===== src/sv/gtr_pkg.sv =====
// Package: shared types, command codes and bus constants of the glyph text renderer.
package gtr_pkg;

  localparam logic [2:0] CMD_BEGIN = 3'd0;
  localparam logic [2:0] CMD_BYTE  = 3'd1;
  localparam logic [2:0] CMD_NLINE = 3'd2;
  localparam logic [2:0] CMD_SETC  = 3'd3;
  localparam logic [2:0] CMD_SKIP  = 3'd4;

  localparam logic [1:0] REG_CHAR_SIZE  = 2'd0;
  localparam logic [1:0] REG_FORE_COLOR = 2'd1;
  localparam logic [1:0] REG_BACK_COLOR = 2'd2;

  localparam logic [6:0] CHAR_SIZE_MIN   = 7'd8;
  localparam logic [6:0] CHAR_SIZE_RESET = 7'd16;
  localparam logic [15:0] FORE_RESET     = 16'h0000;
  localparam logic [15:0] BACK_RESET     = 16'hffff;

  localparam logic [11:0] ROW_MAX = 12'd2047;
  localparam logic [10:0] COL_MAX = 11'd1023;

  localparam logic [15:0] MEM_WRITE_CMD = 16'h2c00;
  localparam logic [7:0]  BYTE_MASK     = 8'hff;

  localparam int FIFO_DEPTH = 2;

  typedef logic [15:0] win_regs_t [8];
  localparam win_regs_t WIN_REGS = '{
    16'h2a00, 16'h2a01, 16'h2a02, 16'h2a03,
    16'h2b00, 16'h2b01, 16'h2b02, 16'h2b03
  };

  typedef struct packed {
    logic [2:0] command;
    logic       wide_glyph;
    logic [7:0] glyph_byte;
    logic [9:0] new_row;
    logic [8:0] new_col;
    logic [7:0] skip_count;
  } gtr_in_t;

  typedef struct packed {
    logic        is_command;
    logic [15:0] bus_word;
    logic        last;
  } gtr_out_t;

  typedef struct packed {
    logic [6:0]  char_size;
    logic [15:0] fore_color;
    logic [15:0] back_color;
  } gtr_cfg_t;

  typedef struct packed {
    logic        is_window;
    logic [9:0]  c0;
    logic [10:0] c1;
    logic [10:0] r0;
    logic [11:0] r1;
    logic [7:0]  pix;
  } gtr_job_t;

  typedef struct packed {
    logic full;
    logic empty;
  } gtr_fifo_stat_t;

endpackage


===== src/sv/gtr_front.sv =====
// Front end: accepts commands, keeps the cursor and glyph state, queues bus jobs.
module gtr_front #(
  parameter int SCREEN_COLS = 480,
  parameter int SCREEN_ROWS = 800
) (
  input  logic                    clk,
  input  logic                    rst_n,
  input  logic                    in_valid,
  output logic                    in_stall,
  input  gtr_pkg::gtr_in_t        in_data,
  input  gtr_pkg::gtr_cfg_t       cfg,
  input  gtr_pkg::gtr_fifo_stat_t fifo_stat,
  output logic                    push,
  output gtr_pkg::gtr_job_t       push_job
);
  import gtr_pkg::*;

  localparam logic [11:0] COLS_L = 12'(SCREEN_COLS);
  localparam logic [11:0] ROWS_L = 12'(SCREEN_ROWS);

  logic [10:0] row_r, row_nxt;
  logic [9:0]  col_r, col_nxt;
  logic [9:0]  left_r, left_nxt;
  logic        wide_r, wide_nxt;
  logic        drop_r, drop_nxt;
  logic [7:0]  adv_r, adv_nxt;

  logic        accept;
  logic [6:0]  s;
  logic [6:0]  half;
  logic [6:0]  w;
  logic        wrap;
  logic [10:0] row_b;
  logic [9:0]  col_b;
  logic        drop_b;
  logic [13:0] prod;
  logic [10:0] c_step;
  logic [9:0]  col_s;
  logic        step_wrap;
  logic [10:0] row_s;

  function automatic logic [10:0] row_add(input logic [10:0] r, input logic [6:0] v);
    logic [11:0] sum;
    sum = {1'b0, r} + {5'b0, v};
    row_add = (sum > ROW_MAX) ? ROW_MAX[10:0] : sum[10:0];
  endfunction

  assign in_stall = (adv_r != 8'd0) | fifo_stat.full;
  assign accept   = in_valid & ~in_stall;

  assign s    = cfg.char_size;
  assign half = {1'b0, s[6:1]};
  assign w    = in_data.wide_glyph ? s : half;
  assign wrap = ({2'b0, col_r} + {5'b0, w}) > COLS_L;
  assign row_b  = wrap ? row_add(row_r, s) : row_r;
  assign col_b  = wrap ? 10'd0 : col_r;
  assign drop_b = ({1'b0, row_b} + {5'b0, s}) > ROWS_L;
  assign prod   = 14'(s) * 14'(w);

  assign c_step    = {1'b0, col_r} + {4'b0, half};
  assign col_s     = (c_step > COL_MAX) ? COL_MAX[9:0] : c_step[9:0];
  assign step_wrap = ({2'b0, col_s} + {5'b0, half}) > COLS_L;
  assign row_s     = row_add(row_r, s);

  always_comb begin
    row_nxt  = row_r;
    col_nxt  = col_r;
    left_nxt = left_r;
    wide_nxt = wide_r;
    drop_nxt = drop_r;
    adv_nxt  = adv_r;
    push     = 1'b0;
    push_job = '0;
    if (adv_r != 8'd0) begin
      if (step_wrap) begin
        row_nxt = row_s;
        col_nxt = 10'd0;
        adv_nxt = (({1'b0, row_s} + {5'b0, s}) > ROWS_L) ? 8'd0 : adv_r - 8'd1;
      end else begin
        col_nxt = col_s;
        adv_nxt = adv_r - 8'd1;
      end
    end else if (accept) begin
      case (in_data.command)
        CMD_BEGIN: begin
          row_nxt  = row_b;
          col_nxt  = col_b;
          wide_nxt = in_data.wide_glyph;
          left_nxt = prod[12:3];
          drop_nxt = drop_b;
          if (!drop_b) begin
            push               = 1'b1;
            push_job.is_window = 1'b1;
            push_job.c0        = col_b;
            push_job.c1        = {1'b0, col_b} + {4'b0, w} - 11'd1;
            push_job.r0        = row_b;
            push_job.r1        = {1'b0, row_b} + {5'b0, s} - 12'd1;
          end
        end
        CMD_BYTE: begin
          if (left_r != 10'd0) begin
            left_nxt = left_r - 10'd1;
            if (!drop_r) begin
              push               = 1'b1;
              push_job.is_window = 1'b0;
              push_job.pix       = in_data.glyph_byte;
              if (left_r == 10'd1) begin
                adv_nxt = wide_r ? 8'd2 : 8'd1;
              end
            end
          end
        end
        CMD_NLINE: begin
          row_nxt = row_s;
          col_nxt = 10'd0;
        end
        CMD_SETC: begin
          row_nxt = {1'b0, in_data.new_row};
          col_nxt = {1'b0, in_data.new_col};
        end
        CMD_SKIP: begin
          adv_nxt = in_data.skip_count;
        end
        default: begin
        end
      endcase
    end
  end

  always_ff @(posedge clk) begin
    if (!rst_n) begin
      row_r  <= '0;
      col_r  <= '0;
      left_r <= '0;
      wide_r <= 1'b0;
      drop_r <= 1'b0;
      adv_r  <= '0;
    end else begin
      row_r  <= row_nxt;
      col_r  <= col_nxt;
      left_r <= left_nxt;
      wide_r <= wide_nxt;
      drop_r <= drop_nxt;
      adv_r  <= adv_nxt;
    end
  end

endmodule


===== src/sv/gtr_fifo.sv =====
// Job queue between the front end and the bus sequencer.
module gtr_fifo (
  input  logic                    clk,
  input  logic                    rst_n,
  input  logic                    push,
  input  gtr_pkg::gtr_job_t       push_job,
  input  logic                    pop,
  output gtr_pkg::gtr_job_t       pop_job,
  output gtr_pkg::gtr_fifo_stat_t stat
);
  import gtr_pkg::*;

  localparam int PW = (FIFO_DEPTH > 1) ? $clog2(FIFO_DEPTH) : 1;
  localparam int CW = $clog2(FIFO_DEPTH + 1);

  gtr_job_t        mem_r [FIFO_DEPTH];
  logic [PW-1:0]   wp_r, wp_nxt;
  logic [PW-1:0]   rp_r, rp_nxt;
  logic [CW-1:0]   cnt_r, cnt_nxt;
  logic            do_push;
  logic            do_pop;

  function automatic logic [PW-1:0] ptr_inc(input logic [PW-1:0] p);
    ptr_inc = (p == PW'(FIFO_DEPTH - 1)) ? '0 : p + PW'(1);
  endfunction

  assign stat.full  = (cnt_r == CW'(FIFO_DEPTH));
  assign stat.empty = (cnt_r == '0);
  assign do_push    = push & ~stat.full;
  assign do_pop     = pop & ~stat.empty;
  assign pop_job    = mem_r[rp_r];

  always_comb begin
    wp_nxt  = do_push ? ptr_inc(wp_r) : wp_r;
    rp_nxt  = do_pop ? ptr_inc(rp_r) : rp_r;
    cnt_nxt = cnt_r + CW'(do_push) - CW'(do_pop);
  end

  always_ff @(posedge clk) begin
    if (do_push) begin
      mem_r[wp_r] <= push_job;
    end
  end

  always_ff @(posedge clk) begin
    if (!rst_n) begin
      wp_r  <= '0;
      rp_r  <= '0;
      cnt_r <= '0;
    end else begin
      wp_r  <= wp_nxt;
      rp_r  <= rp_nxt;
      cnt_r <= cnt_nxt;
    end
  end

endmodule


===== src/sv/gtr_back.sv =====
// Bus sequencer: turns queued jobs into window writes and pixel words.
module gtr_back (
  input  logic                    clk,
  input  logic                    rst_n,
  input  gtr_pkg::gtr_cfg_t       cfg,
  input  gtr_pkg::gtr_fifo_stat_t fifo_stat,
  input  gtr_pkg::gtr_job_t       pop_job,
  output logic                    pop,
  output logic                    out_valid,
  input  logic                    out_stall,
  output gtr_pkg::gtr_out_t       out_data
);
  import gtr_pkg::*;

  logic       busy_r, busy_nxt;
  gtr_job_t   job_r, job_nxt;
  logic [4:0] cnt_r, cnt_nxt;
  logic       ov_r, ov_nxt;
  gtr_out_t   od_r, od_nxt;

  logic       out_free;
  logic       final_word;
  gtr_out_t   word;
  logic [2:0] pair;
  logic [11:0] coord;

  assign out_free   = ~ov_r | ~out_stall;
  assign final_word = job_r.is_window ? (cnt_r == 5'd16) : (cnt_r == 5'd7);
  assign pair       = cnt_r[3:1];
  assign pop        = ~fifo_stat.empty & (~busy_r | (out_free & final_word));

  always_comb begin
    case (pair[2:1])
      2'd0:    coord = {2'b0, job_r.c0};
      2'd1:    coord = {1'b0, job_r.c1};
      2'd2:    coord = {1'b0, job_r.r0};
      default: coord = job_r.r1;
    endcase
  end

  always_comb begin
    word = '0;
    word.last = final_word;
    if (job_r.is_window) begin
      if (cnt_r[4]) begin
        word.is_command = 1'b1;
        word.bus_word   = MEM_WRITE_CMD;
      end else if (!cnt_r[0]) begin
        word.is_command = 1'b1;
        word.bus_word   = WIN_REGS[pair];
      end else begin
        word.is_command = 1'b0;
        word.bus_word   = pair[0] ? {8'h00, coord[7:0] & BYTE_MASK}
                                  : {12'h000, coord[11:8]};
      end
    end else begin
      word.is_command = 1'b0;
      word.bus_word   = job_r.pix[cnt_r[2:0]] ? cfg.fore_color : cfg.back_color;
    end
  end

  always_comb begin
    busy_nxt = busy_r;
    job_nxt  = job_r;
    cnt_nxt  = cnt_r;
    ov_nxt   = ov_r;
    od_nxt   = od_r;
    if (out_free) begin
      ov_nxt = busy_r;
      if (busy_r) begin
        od_nxt  = word;
        cnt_nxt = cnt_r + 5'd1;
        if (final_word) begin
          busy_nxt = 1'b0;
        end
      end
    end
    if (pop) begin
      busy_nxt = 1'b1;
      job_nxt  = pop_job;
      cnt_nxt  = 5'd0;
    end
  end

  always_ff @(posedge clk) begin
    if (!rst_n) begin
      busy_r <= 1'b0;
      cnt_r  <= '0;
      ov_r   <= 1'b0;
    end else begin
      busy_r <= busy_nxt;
      cnt_r  <= cnt_nxt;
      ov_r   <= ov_nxt;
    end
  end

  always_ff @(posedge clk) begin
    job_r <= job_nxt;
    od_r  <= od_nxt;
  end

  assign out_valid = ov_r;
  assign out_data  = od_r;

endmodule


===== src/sv/glyph_text_renderer.sv =====
// Top level: configuration registers, front end, job queue and bus sequencer.
// Begin glyph: 17 bus words, one per cycle unless out_stall holds the output.
// Glyph byte: 8 pixel words, one per cycle unless stalled; the queue buffers jobs.
// Skip spaces and the glyph-end advance move by half-cells and stall the input.
// Synchronous active-low reset clears the cursor, glyph state and queue and
// restores char_size 16, fore_color 0x0000, back_color 0xffff.
module glyph_text_renderer #(
  parameter int SCREEN_COLS   = 480,
  parameter int SCREEN_ROWS   = 800,
  parameter int MAX_CHAR_SIZE = 64
) (
  input  logic              clk,
  input  logic              rst_n,
  input  logic              in_valid,
  output logic              in_stall,
  input  gtr_pkg::gtr_in_t  in_data,
  output logic              out_valid,
  input  logic              out_stall,
  output gtr_pkg::gtr_out_t out_data,
  input  logic              cfg_valid,
  output logic              cfg_ready,
  input  logic [1:0]        cfg_index,
  input  logic [15:0]       cfg_data
);
  import gtr_pkg::*;

  localparam logic [6:0] SIZE_MAX = 7'(MAX_CHAR_SIZE);

  logic [6:0]  size_r, size_nxt;
  logic [15:0] fore_r, fore_nxt;
  logic [15:0] back_r, back_nxt;
  logic [6:0]  size_w;
  logic        cfg_we;

  gtr_cfg_t       cfg;
  gtr_fifo_stat_t fifo_stat;
  gtr_job_t       push_job;
  gtr_job_t       pop_job;
  logic           push;
  logic           pop;

  assign cfg_ready = 1'b1;
  assign cfg_we    = cfg_valid & cfg_ready;
  assign size_w    = {cfg_data[6:2], 2'b00};

  always_comb begin
    size_nxt = size_r;
    fore_nxt = fore_r;
    back_nxt = back_r;
    if (cfg_we) begin
      case (cfg_index)
        REG_CHAR_SIZE: begin
          if (size_w < CHAR_SIZE_MIN) begin
            size_nxt = CHAR_SIZE_MIN;
          end else if (size_w > SIZE_MAX) begin
            size_nxt = SIZE_MAX;
          end else begin
            size_nxt = size_w;
          end
        end
        REG_FORE_COLOR: fore_nxt = cfg_data;
        REG_BACK_COLOR: back_nxt = cfg_data;
        default: begin
        end
      endcase
    end
  end

  always_ff @(posedge clk) begin
    if (!rst_n) begin
      size_r <= CHAR_SIZE_RESET;
      fore_r <= FORE_RESET;
      back_r <= BACK_RESET;
    end else begin
      size_r <= size_nxt;
      fore_r <= fore_nxt;
      back_r <= back_nxt;
    end
  end

  assign cfg.char_size  = size_r;
  assign cfg.fore_color = fore_r;
  assign cfg.back_color = back_r;

  gtr_front #(
    .SCREEN_COLS(SCREEN_COLS),
    .SCREEN_ROWS(SCREEN_ROWS)
  ) u_front (
    .clk      (clk),
    .rst_n    (rst_n),
    .in_valid (in_valid),
    .in_stall (in_stall),
    .in_data  (in_data),
    .cfg      (cfg),
    .fifo_stat(fifo_stat),
    .push     (push),
    .push_job (push_job)
  );

  gtr_fifo u_fifo (
    .clk     (clk),
    .rst_n   (rst_n),
    .push    (push),
    .push_job(push_job),
    .pop     (pop),
    .pop_job (pop_job),
    .stat    (fifo_stat)
  );

  gtr_back u_back (
    .clk      (clk),
    .rst_n    (rst_n),
    .cfg      (cfg),
    .fifo_stat(fifo_stat),
    .pop_job  (pop_job),
    .pop      (pop),
    .out_valid(out_valid),
    .out_stall(out_stall),
    .out_data (out_data)
  );

endmodule


===== config.mk =====
export PLATFORM = sky130hd
export DESIGN_NAME = glyph_text_renderer
export DESIGN_NICKNAME = d
export VERILOG_FILES = /design/src/sv/gtr_pkg.sv /design/src/sv/gtr_front.sv /design/src/sv/gtr_fifo.sv /design/src/sv/gtr_back.sv /design/src/sv/glyph_text_renderer.sv
export SDC_FILE = /design/constraint.sdc
export NUM_CORES = 1
export LEC_CHECK = 0
export ABC_CLOCK_PERIOD_IN_PS = 11600
export BUFFER_PORTS_ARGS = -buffer_cell sky130_fd_sc_hd__clkbuf_2
export CORE_MARGIN = 1
export CORE_UTILIZATION = 32
export CTS_BUF_LIST = sky130_fd_sc_hd__clkbuf_8
export DETAILED_ROUTE_END_ITERATION = 7
export GPL_ROUTABILITY_DRIVEN = 0
export PLACE_DENSITY = 0.48
export SKIP_CTS_REPAIR_TIMING = 1
export SLEW_MARGIN = 25
export SYNTH_ARGS = -nofsm -noshare
export SYNTH_HDL_FRONTEND = slang
export SYNTH_SLANG_ARGS = --single-unit

===== constraint.sdc =====
create_clock -name clk -period 11.6 [get_ports clk]
set_input_delay 1.74 -clock clk [delete_from_list [all_inputs] [get_ports clk]]
set_output_delay 1.74 -clock clk [all_outputs]
set_load 0.1 [all_outputs]

==> impl_metrics.csv <==
group,metric,value,unit
sta,worstMarginPinSlew,0.886,ns
global_routing,grt_pass1_vias,10700,
sta,rsz0062_at_grt,"no",
yosys,synthesis.nets,1563,
yosys,synth_area_leader_cell,"edfxtp_1",
clock_network,clk_latency,0.61,ns
critical_path,crit_required,11.92,ns
power_and_ir_drop,p_leak,6.76,nW
job,cap_violations,0,
critical_path,r2r-end,"u_fifo.mem_r[0][16]",
clock_network,cts-root-buf,"clkbuf_8",
sta,fmax,0.126,GHz
floorplan,start_util,32.5,%
global_routing,overflow,0,
yosys,yosysWarnings,0,
critical_path,crit_path_start,"in_data[35]",
cells_and_area,final_net_count,1646,
clock_network,cts_made_buffers,48,
critical_path,crit_end,"u_fifo.mem_r[0][16]",
power_and_ir_drop,powerDensity,201,nW/µm²
yosys,synth.area.top_cells,"edfxtp_1 36%, dfxtp_1 12%, ha_1 6.3%",
clock_network,cts_sinks,266,
critical_path,critical_path_class,"input pin to flop",
critical_path,crit_path_start_kind,"input pin",
floorplan,die_h,217,µm
critical_path,r2r_cells,24,
floorplan,die_x,217,µm
global_routing,antenna_found_initial,0,
global_routing,gr-max-usage-layer,"met2",
yosys,synthArstFlopShare,0,%
floorplan,design.core.area,45500,µm²
yosys,synth_area_per_cell,10.5,µm²
clock_network,clock_path_buffers,3,
detailed_routing,drtIter0Drc,807,
placed_design,placed_cell_area,15800,µm²
sta,hold_viol_final,0,
critical_path,critPathBufInv,5,
critical_path,end_kind,"flop",
global_routing,track_usage,16.9,%
global_routing,grt_pass1_wl,61600,µm
floorplan,row_count,78,
yosys,ys_dominant_reg_cell,"edfxtp_1",
clock_network,cts_tree,"done",
critical_path,crit_fanout,32,
critical_path,slowest_stage,"or4b_2",
placed_design,hpwl,26700,µm
clock_network,htreeDepth,2,
critical_path,r2r_slack,4.37,ns
global_routing,gr-usage-met3,3.27,%
sta,post-route-min-period,7.96,ns
placed_design,port-buffer-count,81,
critical_path,path_cells,"clkbuf_2 -> inv_1 -> a21boi_0 -> inv_1 -> ha_1 -> or2_1 -> o221a_2 -> a2111o_1 -> o311a_4 -> mux2_2 -> inv_1 -> ha_1 -> fa_1 -> a21o_1 -> a21oi_1 -> or4b_2 -> mux2i_1 -> a32oi_1 -> nand2_1 -> o221a_2 -> or4b_1 -> buf_4 -> nor2_1",
power_and_ir_drop,vdd_drop_max,0.000156,V
sta,drv_slew,0,
floorplan,die-area,47100,µm²
clock_network,cts.clk_slew.worst_paths,0.06,ns
sta,period_share,68.6,%
detailed_routing,antenna_left,0,
sta,relSlewSlack,40.9,%
critical_path,arrival,8.29,ns
yosys,synth_area,14800,µm²
detailed_routing,via_per_inst,5.04,
detailed_routing,drc,0,
detailed_routing,wl_per_cell,18.4,µm
cells_and_area,num_antenna_cells,0,
floorplan,num_io_pins,83,
global_routing,gr-usage-met2,26.7,%
critical_path,crit_top_cell,"inv_1",
detailed_routing,dr.pass1.iters,5,
sta,setup_tns,0,ns
critical_path,reg2reg_from,"size_r[2]",
global_routing,grt_max_degree,79,
yosys,syn_inst,1408,
critical_path,crit_path_max_incr_delay,0.62,ns
yosys,synth_edf_count,177,
sta,fin_skew,0.0224,ns
cells_and_area,layout_commonest_cell,"edfxtp_1",
yosys,yosys.area.top_type_share,36.0,%
critical_path,cp.depth,23,
global_routing,met1_usage,23.7,%
cells_and_area,layout_common_cells,"177 x edfxtp_1, 152 x nand2_1, 124 x nor2_1",
sta,finalSetupViolations,0,
detailed_routing,wl,39100,µm
detailed_routing,vias,10700,
critical_path,path_delay_family,"compound AO/OA/AOI/OAI gates",
yosys,synth_seq_cells,266,
yosys,ys_types,73,
run_status,status,"finished clean",
cells_and_area,syn2layout_area_growth,13.1,%
cells_and_area,design_area,16700,µm²
min_path,min_path_type,"flop to flop",
yosys,synth-seq-area-share,48.0,%
cells_and_area,drive_gt1_share,16.9,%
## worst min path at each step
| stage | startpoint | end | cells after the start |
|---|---|---|---|
| global placement | back_r[12] | back_r[12] | 2 |
| CTS | fore_r[14] | fore_r[14] | 2 |
| detailed placement | back_r[12] | back_r[12] | 2 |
| global route | back_r[1] | back_r[1] | 2 |
| finish | fore_r[14] | fore_r[14] | 2 |
| floorplan | back_r[0] | back_r[0] | 2 |
## synthesized netlist by cell type, drive strengths merged, types with 15 or more instances
master / n
mux2: 61
nand3: 41
a21oi: 56
buf: 15
clkbuf: 51
dfxtp: 89
and2: 17
ha: 74
nor3: 25
xnor2: 36
xor2: 21
nor2b: 23
a21o: 19
edfxtp: 177
inv: 84
mux2i: 32
o21ai: 65
a21boi: 26
nor2: 124
fa: 19
nand2: 152
## routing by layer
| layer | up-vias | share of wire, % |
|---|---|---|
| li1 | 5275 | - |
| met1 | 5183 | 48 |
| met2 | 226 | 46 |
| met3 | 48 | 4.7 |
| met4 | 0 | 1.5 |
| met5 | - | 0 |
## worst register-to-register path, stage by stage (launching register included)
cell,delay [ns]
dfxtp_1,0.30
buf_4,0.23
inv_1,0.25
nor2_1,0.36
ha_1,0.24
inv_1,0.05
fa_1,0.40
nor2b_1,0.17
o221a_2,0.25
o211ai_1,0.11
o21ai_0,0.22
o311a_4,0.52
mux2i_1,0.39
inv_1,0.13
fa_1,0.44
a21o_1,0.19
a21oi_1,0.33
or4b_2,0.62
mux2i_1,0.16
a32oi_1,0.08
nand2_1,0.10
o221a_2,0.22
or4b_1,0.57
buf_4,0.49
nor2_1,0.14
## layout make-up
class	instances	area [µm²]
clock buffers	49	674
clock inverters	40	200
fillers	4599	28800
inverters	84	315
multi-input cells	992	7150
flip-flops and latches	266	7100
well taps	600	751
repair buffers	99	541
## cells by family after synthesis
group / Yosys count / share of synthesized area [%]
muxes: 104 / 8.57
other: 1 / 0.0254
adders and majority gates: 93 / 8.84
AOI/OAI and AO/OA: 289 / 13.1
and+or+nand+nor: 448 / 14.1
xor gates and xnor gates: 57 / 3.38
DFF: 266 / 48.0
buffers and inverters: 150 / 3.92
## registers in the layout, summed over array words and instances (netlist names), 8 cells and up
signal,cells
u_front.adv_r,8
u_fifo.mem_r,106
u_front.left_r,10
u_back.out_data,18
u_front.row_r,11
u_front.col_r,10
back_r,16
fore_r,16
u_back.job_r,53
## stage by stage
| stage | power [mW] | cells | util, % | setup slack [ns] | hold slack (ns) |
|---|---|---|---|---|---|
| 2_1_floorplan | 2.23 | 1408 | - | 0.603 | 0.440 |
| 3_3_place_gp | 2.56 | 2041 | 34.8 | 3.27 | 0.450 |
| 3_5_place_dp | 2.56 | 2041 | 34.8 | 3.03 | 0.456 |
| 4_1_cts | 3.40 | 2130 | 36.7 | 3.68 | 0.467 |
| 5_1_grt | 3.58 | 2130 | 36.8 | 3.11 | 0.483 |
| 6_report | 3.36 | 2130 | 36.8 | 3.64 | 0.465 |
## power by group
part,switching [mW],internal [mW],leakage (nW),total [mW]
clock network,0.405,0.416,0.518,0.821
registers,0.0841,1.19,2.48,1.28
logic,0.821,0.435,3.77,1.26
Note: power is estimated with default switching activity, not from simulation.
